File: src/rtl/sha1_pkg.sv
// Types and constants of the SHA-1 hash engine.
// No dependencies; used by every module of the engine.
`timescale 1ns / 1ps

package sha1_pkg;

   localparam int unsigned BlockBytes = 64;
   localparam int unsigned LineBits   = BlockBytes * 8;
   localparam int unsigned FillBits   = $clog2(BlockBytes);
   localparam int unsigned RoundBits  = 7;

   localparam logic [FillBits-1:0]  FILL_MAX       = 6'd63;
   localparam logic [FillBits-1:0]  FILL_LEN_START = 6'd56;
   localparam logic [RoundBits-1:0] ROUND_F1_START = 7'd20;
   localparam logic [RoundBits-1:0] ROUND_F2_START = 7'd40;
   localparam logic [RoundBits-1:0] ROUND_F3_START = 7'd60;
   localparam logic [RoundBits-1:0] ROUND_LAST     = 7'd79;
   localparam logic [2:0]           WORD_IDX_LAST  = 3'd4;

   localparam logic [7:0]  PAD_BYTE = 8'h80;
   localparam logic [63:0] LEN_STEP = 64'd8;

   localparam logic [31:0] K0 = 32'h5a827999;
   localparam logic [31:0] K1 = 32'h6ed9eba1;
   localparam logic [31:0] K2 = 32'h8f1bbcdc;
   localparam logic [31:0] K3 = 32'hca62c1d6;

   typedef logic [31:0] word_type;
   typedef word_type [4:0] chain_type;

   localparam chain_type INIT_CHAIN = {
      32'hc3d2e1f0, 32'h10325476, 32'h98badcfe, 32'hefcdab89, 32'h67452301
   };

   typedef struct packed {
      word_type a;
      word_type b;
      word_type c;
      word_type d;
      word_type e;
   } hash_state_type;

   typedef struct packed {
      logic [7:0] data_byte;
      logic       has_byte;
      logic       first_of_message;
      logic       last_of_message;
   } req_type;

   typedef struct packed {
      word_type   digest_word;
      logic [2:0] word_index;
      logic       last_word;
   } rsp_type;

   typedef struct packed {
      logic       push;
      logic [7:0] push_byte;
      logic       step;
   } sched_ctrl_type;

endpackage

File: src/rtl/sha1_sched.sv
// Block buffer and message schedule: a 16-word shift line.
// Depends on sha1_pkg.
`timescale 1ns / 1ps

module sha1_sched (
   input  logic                     clock,
   input  sha1_pkg::sched_ctrl_type ctrl,
   output sha1_pkg::word_type       w_t
);

   logic [sha1_pkg::LineBits-1:0] line_ff;
   logic [sha1_pkg::LineBits-1:0] line_in;
   sha1_pkg::word_type            tap_mix;
   sha1_pkg::word_type            w_new;

   assign w_t     = line_ff[sha1_pkg::LineBits-1 -: 32];
   // W[t+16] = rotl1(W[t+13] ^ W[t+8] ^ W[t+2] ^ W[t])
   assign tap_mix = line_ff[sha1_pkg::LineBits-1-32*13 -: 32]
                  ^ line_ff[sha1_pkg::LineBits-1-32*8  -: 32]
                  ^ line_ff[sha1_pkg::LineBits-1-32*2  -: 32]
                  ^ line_ff[sha1_pkg::LineBits-1       -: 32];
   assign w_new   = {tap_mix[30:0], tap_mix[31]};

   always_comb begin
      line_in = line_ff;
      if (ctrl.push) begin
         line_in = {line_ff[sha1_pkg::LineBits-9:0], ctrl.push_byte};
      end else if (ctrl.step) begin
         line_in = {line_ff[sha1_pkg::LineBits-33:0], w_new};
      end
   end

   always_ff @(posedge clock) begin
      line_ff <= line_in;
   end

endmodule

File: src/rtl/sha1_round.sv
// One SHA-1 round: round function, constant select and the five-way add.
// Depends on sha1_pkg.
`timescale 1ns / 1ps

module sha1_round (
   input  sha1_pkg::hash_state_type        cur,
   input  sha1_pkg::word_type              w_t,
   input  logic [sha1_pkg::RoundBits-1:0]  round_idx,
   output sha1_pkg::hash_state_type        nxt
);

   sha1_pkg::word_type f_val;
   sha1_pkg::word_type k_val;
   sha1_pkg::word_type temp;

   always_comb begin
      if (round_idx < sha1_pkg::ROUND_F1_START) begin
         f_val = (cur.b & cur.c) | (~cur.b & cur.d);
         k_val = sha1_pkg::K0;
      end else if (round_idx < sha1_pkg::ROUND_F2_START) begin
         f_val = cur.b ^ cur.c ^ cur.d;
         k_val = sha1_pkg::K1;
      end else if (round_idx < sha1_pkg::ROUND_F3_START) begin
         f_val = (cur.b & cur.c) | (cur.b & cur.d) | (cur.c & cur.d);
         k_val = sha1_pkg::K2;
      end else begin
         f_val = cur.b ^ cur.c ^ cur.d;
         k_val = sha1_pkg::K3;
      end
   end

   assign temp  = {cur.a[26:0], cur.a[31:27]} + f_val + cur.e + k_val + w_t;

   assign nxt.a = temp;
   assign nxt.b = cur.a;
   assign nxt.c = {cur.b[1:0], cur.b[31:2]};
   assign nxt.d = cur.c;
   assign nxt.e = cur.d;

endmodule

File: src/rtl/sha1_hash_engine.sv
// SHA-1 hash engine top level: sequencer, chaining value and digest output.
// Depends on sha1_pkg, sha1_sched and sha1_round.
//
// Usage: message bytes arrive one per request word on req_*; has_byte marks
// a byte as part of the message, first_of_message restarts the hash before
// the byte is taken, last_of_message closes the message after it.
// An item is taken when req_valid is high and req_stall is low.
// The 64th byte of a block starts a compression (load, 80 rounds on the
// one shared round unit, chain add) before the next word is taken.
// A last item is followed by padding at one byte per cycle up to the block
// end, one or two compressions, then five digest words on rsp_*, most
// significant first, word_index 0..4, last_word on the fifth.
// req_stall stays high from the first padding cycle until the fifth digest
// word has been taken; while rsp_stall is high the shown word holds.
// After the fifth word the engine starts a fresh message by itself.
// Reset (synchronous, active high) loads the initial hash words and clears
// the byte count and the bit length; no request is pending afterwards.
`timescale 1ns / 1ps

module sha1_hash_engine (
   input  logic              clock,
   input  logic              reset,
   input  logic              req_valid,
   output logic              req_stall,
   input  sha1_pkg::req_type req_data,
   output logic              rsp_valid,
   input  logic              rsp_stall,
   output sha1_pkg::rsp_type rsp_data
);

   typedef enum logic [2:0] {
      ST_IDLE,
      ST_LOAD,
      ST_ROUND,
      ST_ADD,
      ST_PAD,
      ST_OUT
   } state_type;

   state_type                        state_ff,     state_in;
   sha1_pkg::chain_type              chain_ff,     chain_in;
   logic [sha1_pkg::FillBits-1:0]    fill_ff,      fill_in;
   logic [63:0]                      len_ff,       len_in;
   sha1_pkg::hash_state_type         work_ff,      work_in;
   logic [sha1_pkg::RoundBits-1:0]   round_ff,     round_in;
   logic                             pad_mode_ff,  pad_mode_in;
   logic                             pad80_ff,     pad80_in;
   logic                             final_ff,     final_in;
   logic [2:0]                       idx_ff,       idx_in;
   logic                             rsp_valid_ff, rsp_valid_in;

   logic                             req_accept;
   logic [sha1_pkg::FillBits-1:0]    fill_base;
   logic [63:0]                      len_base;
   logic [7:0]                       pad_byte;
   sha1_pkg::sched_ctrl_type         sched_ctrl;
   sha1_pkg::word_type               w_t;
   sha1_pkg::hash_state_type         round_nxt;

   assign req_stall  = (state_ff != ST_IDLE);
   assign req_accept = req_valid && !req_stall;
   assign fill_base  = req_data.first_of_message ? '0 : fill_ff;
   assign len_base   = req_data.first_of_message ? '0 : len_ff;

   always_comb begin
      if (!pad80_ff) begin
         pad_byte = sha1_pkg::PAD_BYTE;
      end else if (final_ff && (fill_ff >= sha1_pkg::FILL_LEN_START)) begin
         pad_byte = len_ff[63:56];
      end else begin
         pad_byte = '0;
      end
   end

   always_comb begin
      sched_ctrl.push      = 1'b0;
      sched_ctrl.push_byte = req_data.data_byte;
      sched_ctrl.step      = (state_ff == ST_ROUND);
      if (state_ff == ST_IDLE) begin
         sched_ctrl.push = req_accept && req_data.has_byte;
      end else if (state_ff == ST_PAD) begin
         sched_ctrl.push      = 1'b1;
         sched_ctrl.push_byte = pad_byte;
      end
   end

   sha1_sched u_sched (
      .clock (clock),
      .ctrl  (sched_ctrl),
      .w_t   (w_t)
   );

   sha1_round u_round (
      .cur       (work_ff),
      .w_t       (w_t),
      .round_idx (round_ff),
      .nxt       (round_nxt)
   );

   always_comb begin
      state_in     = state_ff;
      chain_in     = chain_ff;
      fill_in      = fill_ff;
      len_in       = len_ff;
      work_in      = work_ff;
      round_in     = round_ff;
      pad_mode_in  = pad_mode_ff;
      pad80_in     = pad80_ff;
      final_in     = final_ff;
      idx_in       = idx_ff;
      rsp_valid_in = rsp_valid_ff;
      unique case (state_ff)
         ST_IDLE: begin
            if (req_accept) begin
               if (req_data.first_of_message) begin
                  chain_in = sha1_pkg::INIT_CHAIN;
               end
               pad_mode_in = req_data.last_of_message;
               pad80_in    = 1'b0;
               final_in    = 1'b0;
               fill_in     = fill_base;
               len_in      = len_base;
               if (req_data.has_byte) begin
                  fill_in = fill_base + 1'b1;
                  len_in  = len_base + sha1_pkg::LEN_STEP;
               end
               if (req_data.has_byte && (fill_base == sha1_pkg::FILL_MAX)) begin
                  state_in = ST_LOAD;
               end else if (req_data.last_of_message) begin
                  state_in = ST_PAD;
               end
            end
         end
         ST_LOAD: begin
            work_in  = '{a: chain_ff[0], b: chain_ff[1], c: chain_ff[2],
                         d: chain_ff[3], e: chain_ff[4]};
            round_in = '0;
            state_in = ST_ROUND;
         end
         ST_ROUND: begin
            work_in  = round_nxt;
            round_in = round_ff + 1'b1;
            if (round_ff == sha1_pkg::ROUND_LAST) begin
               state_in = ST_ADD;
            end
         end
         ST_ADD: begin
            chain_in[0] = chain_ff[0] + work_ff.a;
            chain_in[1] = chain_ff[1] + work_ff.b;
            chain_in[2] = chain_ff[2] + work_ff.c;
            chain_in[3] = chain_ff[3] + work_ff.d;
            chain_in[4] = chain_ff[4] + work_ff.e;
            if (!pad_mode_ff) begin
               state_in = ST_IDLE;
            end else if (final_ff) begin
               idx_in       = '0;
               rsp_valid_in = 1'b1;
               state_in     = ST_OUT;
            end else begin
               // data block or overflow block done: length goes in the next one
               if (pad80_ff) begin
                  final_in = 1'b1;
               end
               state_in = ST_PAD;
            end
         end
         ST_PAD: begin
            fill_in = fill_ff + 1'b1;
            if (!pad80_ff) begin
               pad80_in = 1'b1;
               if (fill_ff < sha1_pkg::FILL_LEN_START) begin
                  final_in = 1'b1;
               end
            end else if (final_ff && (fill_ff >= sha1_pkg::FILL_LEN_START)) begin
               len_in = {len_ff[55:0], 8'h00};
            end
            if (fill_ff == sha1_pkg::FILL_MAX) begin
               state_in = ST_LOAD;
            end
         end
         ST_OUT: begin
            if (!rsp_stall) begin
               if (idx_ff == sha1_pkg::WORD_IDX_LAST) begin
                  chain_in     = sha1_pkg::INIT_CHAIN;
                  fill_in      = '0;
                  len_in       = '0;
                  pad_mode_in  = 1'b0;
                  rsp_valid_in = 1'b0;
                  state_in     = ST_IDLE;
               end else begin
                  idx_in = idx_ff + 1'b1;
               end
            end
         end
         default: begin
            state_in = ST_IDLE;
         end
      endcase
   end

   always_ff @(posedge clock) begin
      if (reset) begin
         state_ff     <= ST_IDLE;
         chain_ff     <= sha1_pkg::INIT_CHAIN;
         fill_ff      <= '0;
         len_ff       <= '0;
         pad_mode_ff  <= 1'b0;
         pad80_ff     <= 1'b0;
         final_ff     <= 1'b0;
         idx_ff       <= '0;
         rsp_valid_ff <= 1'b0;
      end else begin
         state_ff     <= state_in;
         chain_ff     <= chain_in;
         fill_ff      <= fill_in;
         len_ff       <= len_in;
         pad_mode_ff  <= pad_mode_in;
         pad80_ff     <= pad80_in;
         final_ff     <= final_in;
         idx_ff       <= idx_in;
         rsp_valid_ff <= rsp_valid_in;
      end
      work_ff  <= work_in;
      round_ff <= round_in;
   end

   always_comb begin
      rsp_data.word_index = idx_ff;
      rsp_data.last_word  = (idx_ff == sha1_pkg::WORD_IDX_LAST);
      case (idx_ff)
         3'd0:    rsp_data.digest_word = chain_ff[0];
         3'd1:    rsp_data.digest_word = chain_ff[1];
         3'd2:    rsp_data.digest_word = chain_ff[2];
         3'd3:    rsp_data.digest_word = chain_ff[3];
         default: rsp_data.digest_word = chain_ff[4];
      endcase
   end

   assign rsp_valid = rsp_valid_ff;

endmodule

File: config.mk
export PLATFORM = sky130hd
export DESIGN_NAME = sha1_hash_engine
export DESIGN_NICKNAME = d
export VERILOG_FILES = /design/src/rtl/sha1_pkg.sv /design/src/rtl/sha1_sched.sv /design/src/rtl/sha1_round.sv /design/src/rtl/sha1_hash_engine.sv
export SDC_FILE = /design/constraint.sdc
export NUM_CORES = 2
export LEC_CHECK = 0
export ABC_AREA = 1
export CAP_MARGIN = 20
export CORE_ASPECT_RATIO = 0.5
export CORE_MARGIN = 5
export CORE_UTILIZATION = 45
export DETAILED_ROUTE_END_ITERATION = 6
export DONT_BUFFER_PORTS = 1
export PLACE_DENSITY = 0.63
export SETUP_SLACK_MARGIN = 0.4
export SYNTH_ARGS = -nofsm -noshare
export SYNTH_HDL_FRONTEND = slang
export SYNTH_SLANG_ARGS = --single-unit
File: constraint.sdc
create_clock -name clock -period 21.6 [get_ports clock]
set_clock_uncertainty 0.05 [all_clocks]
set_input_delay 4.32 -clock clock [delete_from_list [all_inputs] [get_ports clock]]
set_output_delay 4.32 -clock clock [all_outputs]
set_load 0.05 [all_outputs]
Word level (Yosys, flattened, before mapping)
Index checks and enable logic that the tools add are counted.

Bits in registers: 919. Bits of input ports: 15. Output and inout bits: 38. Word-level logic and storage cells: 168.

$add $sub $neg: 14. $lt $le $gt $ge: 5. Eq/ne operators: 26. Multiplexer cells: 65. Bitwise gates (word level): 13. Reductions and logical operators: 25.

Operators by type and width (count): $mux W512 (2); $mux W160 (4); $pmux W160 S3 (1); $mux W64 (7); $pmux W160 S2 (1); $add A32 B32 Y32 (9); $pmux W64 S3 (1); $mux W32 (5); $xor A32 B32 Y32 (5); $and A32 B32 Y32 (4); $pmux W32 S4 (1); $or A32 B32 Y32 (3); $add A64 B4 Y64 const B (1); $mux W3 (12); $not A32 Y32 (1); $mux W31 (1); $mux W6 (5); $mux W8 (3); $reduce_and A5 Y1 (4); $ne A2 B2 Y1 const B (9); $pmux W3 S6 (1); $pmux W6 S3 (1); $lt A7 B6 Y1 const B (2); $pmux W7 S2 (1); other kinds (26) (64).

Logic depth before layout (Yosys ltp)
Depth in word-level cells: 11. Mapped depth: 23. Mapped depth without buffers: 22.

Cells and area by module
From an unflattened synthesis, not the netlist that was laid out.

Cells, all modules: 8026. Area total of the unflattened synthesis: 60543.1 sq um.

Modules (own cells, without submodules): sha1_hash_engine (instances 1, cells an instance 4426, area each 29439.5 sq um, seq. area each 9759.4 sq um); sha1_sched (instances 1, cells an instance 2557, area each 23892.9 sq um, seq. area each 15374.7 sq um); sha1_round (instances 1, cells an instance 1043, area each 7210.7 sq um, seq. area each 0.0 sq um).

Worst setup path after synthesis
OpenSTA, ideal clock, no wires.

Kind: input-to-reg. Start point: input req_data[2] (netlist name). End point: register u_sched.line_ff[0] (netlist name) (enable). Library setup time: 3.632 ns. Data arrival time: 13.559 ns. Path slack: 4.359 ns. Stages on the path: 6. Path buffers: 2. Path through: nand3_1 nand2_1 inv_2 clkbuf_1 clkbuf_1 nand2_1.

Longest elaborated chain between the ends: 3.

RTL lines: start, declared (line sha1_hash_engine.sv:25) `input sha1_pkg::req_type req_data,`; $logic_and A1 B1 Y1 (line sha1_hash_engine.sv:80) `sched_ctrl.push = req_accept && req_data.has_byte;`; $mux W1 (line sha1_hash_engine.sv:79) `if (state_ff == ST_IDLE) begin`; $reduce_bool A2 Y1 (no source line); end signal, assigned (line sha1_sched.sv:34) `line_ff <= line_in;`; end, declared (line sha1_sched.sv:11) `logic [sha1_pkg::LineBits-1:0] line_ff;`.

Every way passes these cells. A chain may end at the register's enable or synchronous reset.

Worst setup path in the final report
Start point: input req_data[2] (netlist name). End point: register u_sched.line_ff[302] (netlist name) (enable).

The elaborated chain is that of the path after synthesis.

==> impl_results.md <==
- Drt drc: 0
- CP delay by family, top: buffers and inverters
- Clock group share of total power: between 10% and 20%
- VDD IR max: between 100 and 150 µV
- Final setup fails: 0
- Relative slew slack: between 20% and 30%
- Avg Cell Area, Syn: about 7.7 µm²
- Clk pin slew, worst setup/hold paths: around 0.06 ns
- DRT Pass-1 Iters: 6
- Gr ovfl total: 0
- Hold Crit Class: flop to flop
- Setup tns final: 0 ns
- Sw Ratio: between 40% and 50%
- Vias in the first global route: 46,400
- CP Capture Point: u_sched.line_ff[302]$_DFFE_PP_
- Post-CTS setup buffers: 0
- Syn nets: between 7,000 and 8,000
- GRT Overall Usage: between 20 and 30%
- DR WL met3: between 15,000 and 20,000 µm
- Worst setup EP type: flop
- Yosys reg bits: just over 900
- Clock root buffer: clkbuf_16
- Pwr Total: around 0.010 W
- Clock Latency Late Sink: approximately 0.73 ns
- Logic pwr share: 49.9%
- Crit path largest cell delay: 0.88 ns
- Worst path cell trace: nand3_1 > nand2_4 > inv_8 > nand2_4 > buf_4 > buf_4
- Starting Density: a little under half
- Crit. Startpoint: req_data[2]
- Nets: approximately 7,600
- Final Cycle Share: ~39%
- Power per Cell Area: around 170 mW/mm²
- CTS tree: done
- Top cell type's share of synthesized area: between 30 and 40%
- Simple-Gate Fraction of Synth Area: ~27%
- Chip Width: roughly 510 µm
- Synth area leaders: edfxtp_1, nand2_1, dfxtp_1
- Slowest cell on crit path: buf_4
- Clock sinks: ~920
- Uppermost layer routed: met4
- Post-DP Area: ~0.06 mm²
- Cts bufs inserted: 91
- Worst path required time: about 22 ns
- Synth warn: 0
- Post-Synthesis Cell Area: 0.0573 mm²
- Leading cell type in the layout, fill and taps excluded: nand2_1
- Post-Synth Adder-Cell Area: under 10%
- Initial antenna violation count: 8
- Placed insts: between 8,000 and 9,000
- Leak pwr: 26.0 nW
- # Max-Cap Violations: 0
- Worst R2R End: work_ff[151]$_DFFE_PP_
- CP Class: input pin to flop
- Reg2reg setup slack: around 14 ns
- Initial DRC count: between 6,000 and 7,000
- Remaining antenna violation count after routing: 0
- RSZ-0062 raised after global routing: false
- Port Buf Inserts: 0
- DR vias: around 50,000
- Outcome: complete, no violations
- Largest family of logic cells by synthesized area: simple AND/OR/NAND/NOR gates
- Most frequent cells in the layout: nand2_1, edfxtp_1, inv_1, a21oi_1, nor2_1
- Register area share after synthesis: a little over two fifths
- XOR/XNOR Fraction of Synth Area: 2.28%
- Final Hold Fails: 0
- First-pass GRT wire length: roughly 280,000 µm
- Cell count after synthesis: 7,403
- Die area: approximately 0.14 mm²
- Fmax: 120 MHz
- Final WL: ~190,000 µm
- Post-Route M1 WL: between 80,000 and 90,000 µm
- Met2 Routed Length: about 83,000 µm
- Critical path depth in cells: 6
- CTS Buffer Depth: 3
- Largest net degree at the start of global routing: about 240
- Measured slew at the worst slew-check pin: about 1.1 ns
- Worst Reg2Reg Path Length in Cells: 21
- Top FF cell, synth: edfxtp_1
- Share of layout cells above drive strength 1: 3.64%
- Number of synthesized flops with an enable pin: 679
- IO Pins: 53
- ANT cells: 0
- Die height: ~260 µm
- Area Overhead vs Synth: 7.78%
- Design internal power: roughly 0.0055 W
- Final max-slew violation count: 0
- Final Non-Filler Cells: ~9,000
- Register share of total power: ~34%
- Wirelength per Cell: 21.1 µm
- Routability cong.: 0.969
- WP buf/inv: 3
- CP Data Arrival Time: approximately 8.7 ns
- Vias per cell: between 5 and 6
- Total core area: roughly 0.13 mm²
- Crit start category: input pin
- Fin crit period: between 8 and 9 ns
- P_sw: approximately 0.0049 W
- RR Startpoint: round_ff[3]$_SDFFCE_PN0P_
- Post-synth top area cell: edfxtp_1
- Asr flop ratio synth: 0%
- Complex-gate fraction of the synthesized area: 11.5%
- Hold buffer count at CTS: 0
- Post-route cell area: approximately 0.062 mm²
- Hold WS: ~0.41 ns
- CP Max Fanout: 182
- H-tree levels: 3
- Cts repair resizes: 0
- Multiplexer share of the synthesized area: 0%
- Final HPWL DP: 137,000 µm
- Post-synth cell types: slightly below 50
- Rows: 92
==> worst min-delay path by stage <==
stage               slack, ns  depth (start not counted)                        to                     start
floorplan                0.38                          2  pad_mode_ff$_SDFFE_PP0P_  pad_mode_ff$_SDFFE_PP0P_
global placement         0.40                          2  pad_mode_ff$_SDFFE_PP0P_  pad_mode_ff$_SDFFE_PP0P_
detailed placement       0.40                          2  pad_mode_ff$_SDFFE_PP0P_  pad_mode_ff$_SDFFE_PP0P_
CTS                      0.41                          2  pad_mode_ff$_SDFFE_PP0P_  pad_mode_ff$_SDFFE_PP0P_
global route             0.43                          2  pad_mode_ff$_SDFFE_PP0P_  pad_mode_ff$_SDFFE_PP0P_
finish                   0.41                          2  pad_mode_ff$_SDFFE_PP0P_  pad_mode_ff$_SDFFE_PP0P_
==> power by group through the flow <==
stage | Combinational, W | Clock, W | Sequential [W]
after CTS | 0.00514 | 0.00174 | 0.00348
after global routing | 0.00580 | 0.00182 | 0.00356
after floorplan | 0.00371 | 0 | 0.00353
after detailed placement | 0.00511 | 0 | 0.00350
after global placement | 0.00507 | 0 | 0.00352
final | 0.00520 | 0.00172 | 0.00350
==> stage by stage <==
stage                     utilization [%]  worst slack [ns]
final                                49.0             13.25
after floorplan                         -              4.36
after global placement               46.5             12.42
after detailed placement             46.5             12.41
after CTS                            49.0             13.22
after global routing                 49.0             12.84
==> layout make-up <==
cell class | count | area, µm²
flip-flops and latches | 916 | 25100
fillers | 12400 | 64500
repair buffers | 40 | 350
clock buffers | 120 | 2500
well taps | 1692 | 2120
clock inverters | 52 | 651
inverters | 631 | 2380
multi-input cells | 5576 | 28700
==> kinds of logic after synthesis <==
group	Yosys count
buffers and inverters	911
XOR/XNOR	149
flip-flops	916
AND/OR/NAND/NOR	3898
adder cells (fa/ha/maj)	328
AO/OA/AOI/OAI	1201
==> per-layer routing <==
metal / global-route usage, % / up-vias
met5: 0 / -
li1: - / 24300
met4: 10.1 / 0
met1: 38.9 / 23800
met3: 4.53 / 355
met2: 41.8 / 1966
==> cells in the mapped netlist (all sizes together), types with 2 or more instances <==
cell type,instances
edfxtp,679
and3,5
o21bai,21
a21oi,514
nand2,2796
nand3,394
ha,211
inv,630
or2,28
buf,98
xor2,47
dfxtp,237
o31ai,4
o211ai,10
clkbuf,182
o221ai,4
nand4,60
a31o,2
a22oi,2
nor4,12
a21o,15
xnor2,102
a32o,17
nand3b,32
o21a,12
nor2,495
a31oi,17
a21boi,3
a221oi,54
o21ai,470
nand2b,4
a211oi,28
nor3,70
fa,117
o22ai,27
==> state kept, by name, indices dropped and copies added (netlist names) <==
signal,count
state_ff,3
round_ff,7
rsp_valid,1
u_sched.line_ff,512
work_ff,160
len_ff,61
final_ff,1
idx_ff,3
pad_mode_ff,1
pad80_ff,1
chain_ff,160
fill_ff,6
==> worst register-to-register path, delay by kind of cell, from the launching register on <==
kind	cells	cell delay (ns)
flops	1	0.46
fa+ha+maj	3	1.26
buf+inv	5	1.65
simple gates	10	2.45
compound gates	3	1.66
Note: power is estimated with default switching activity, not from simulation.
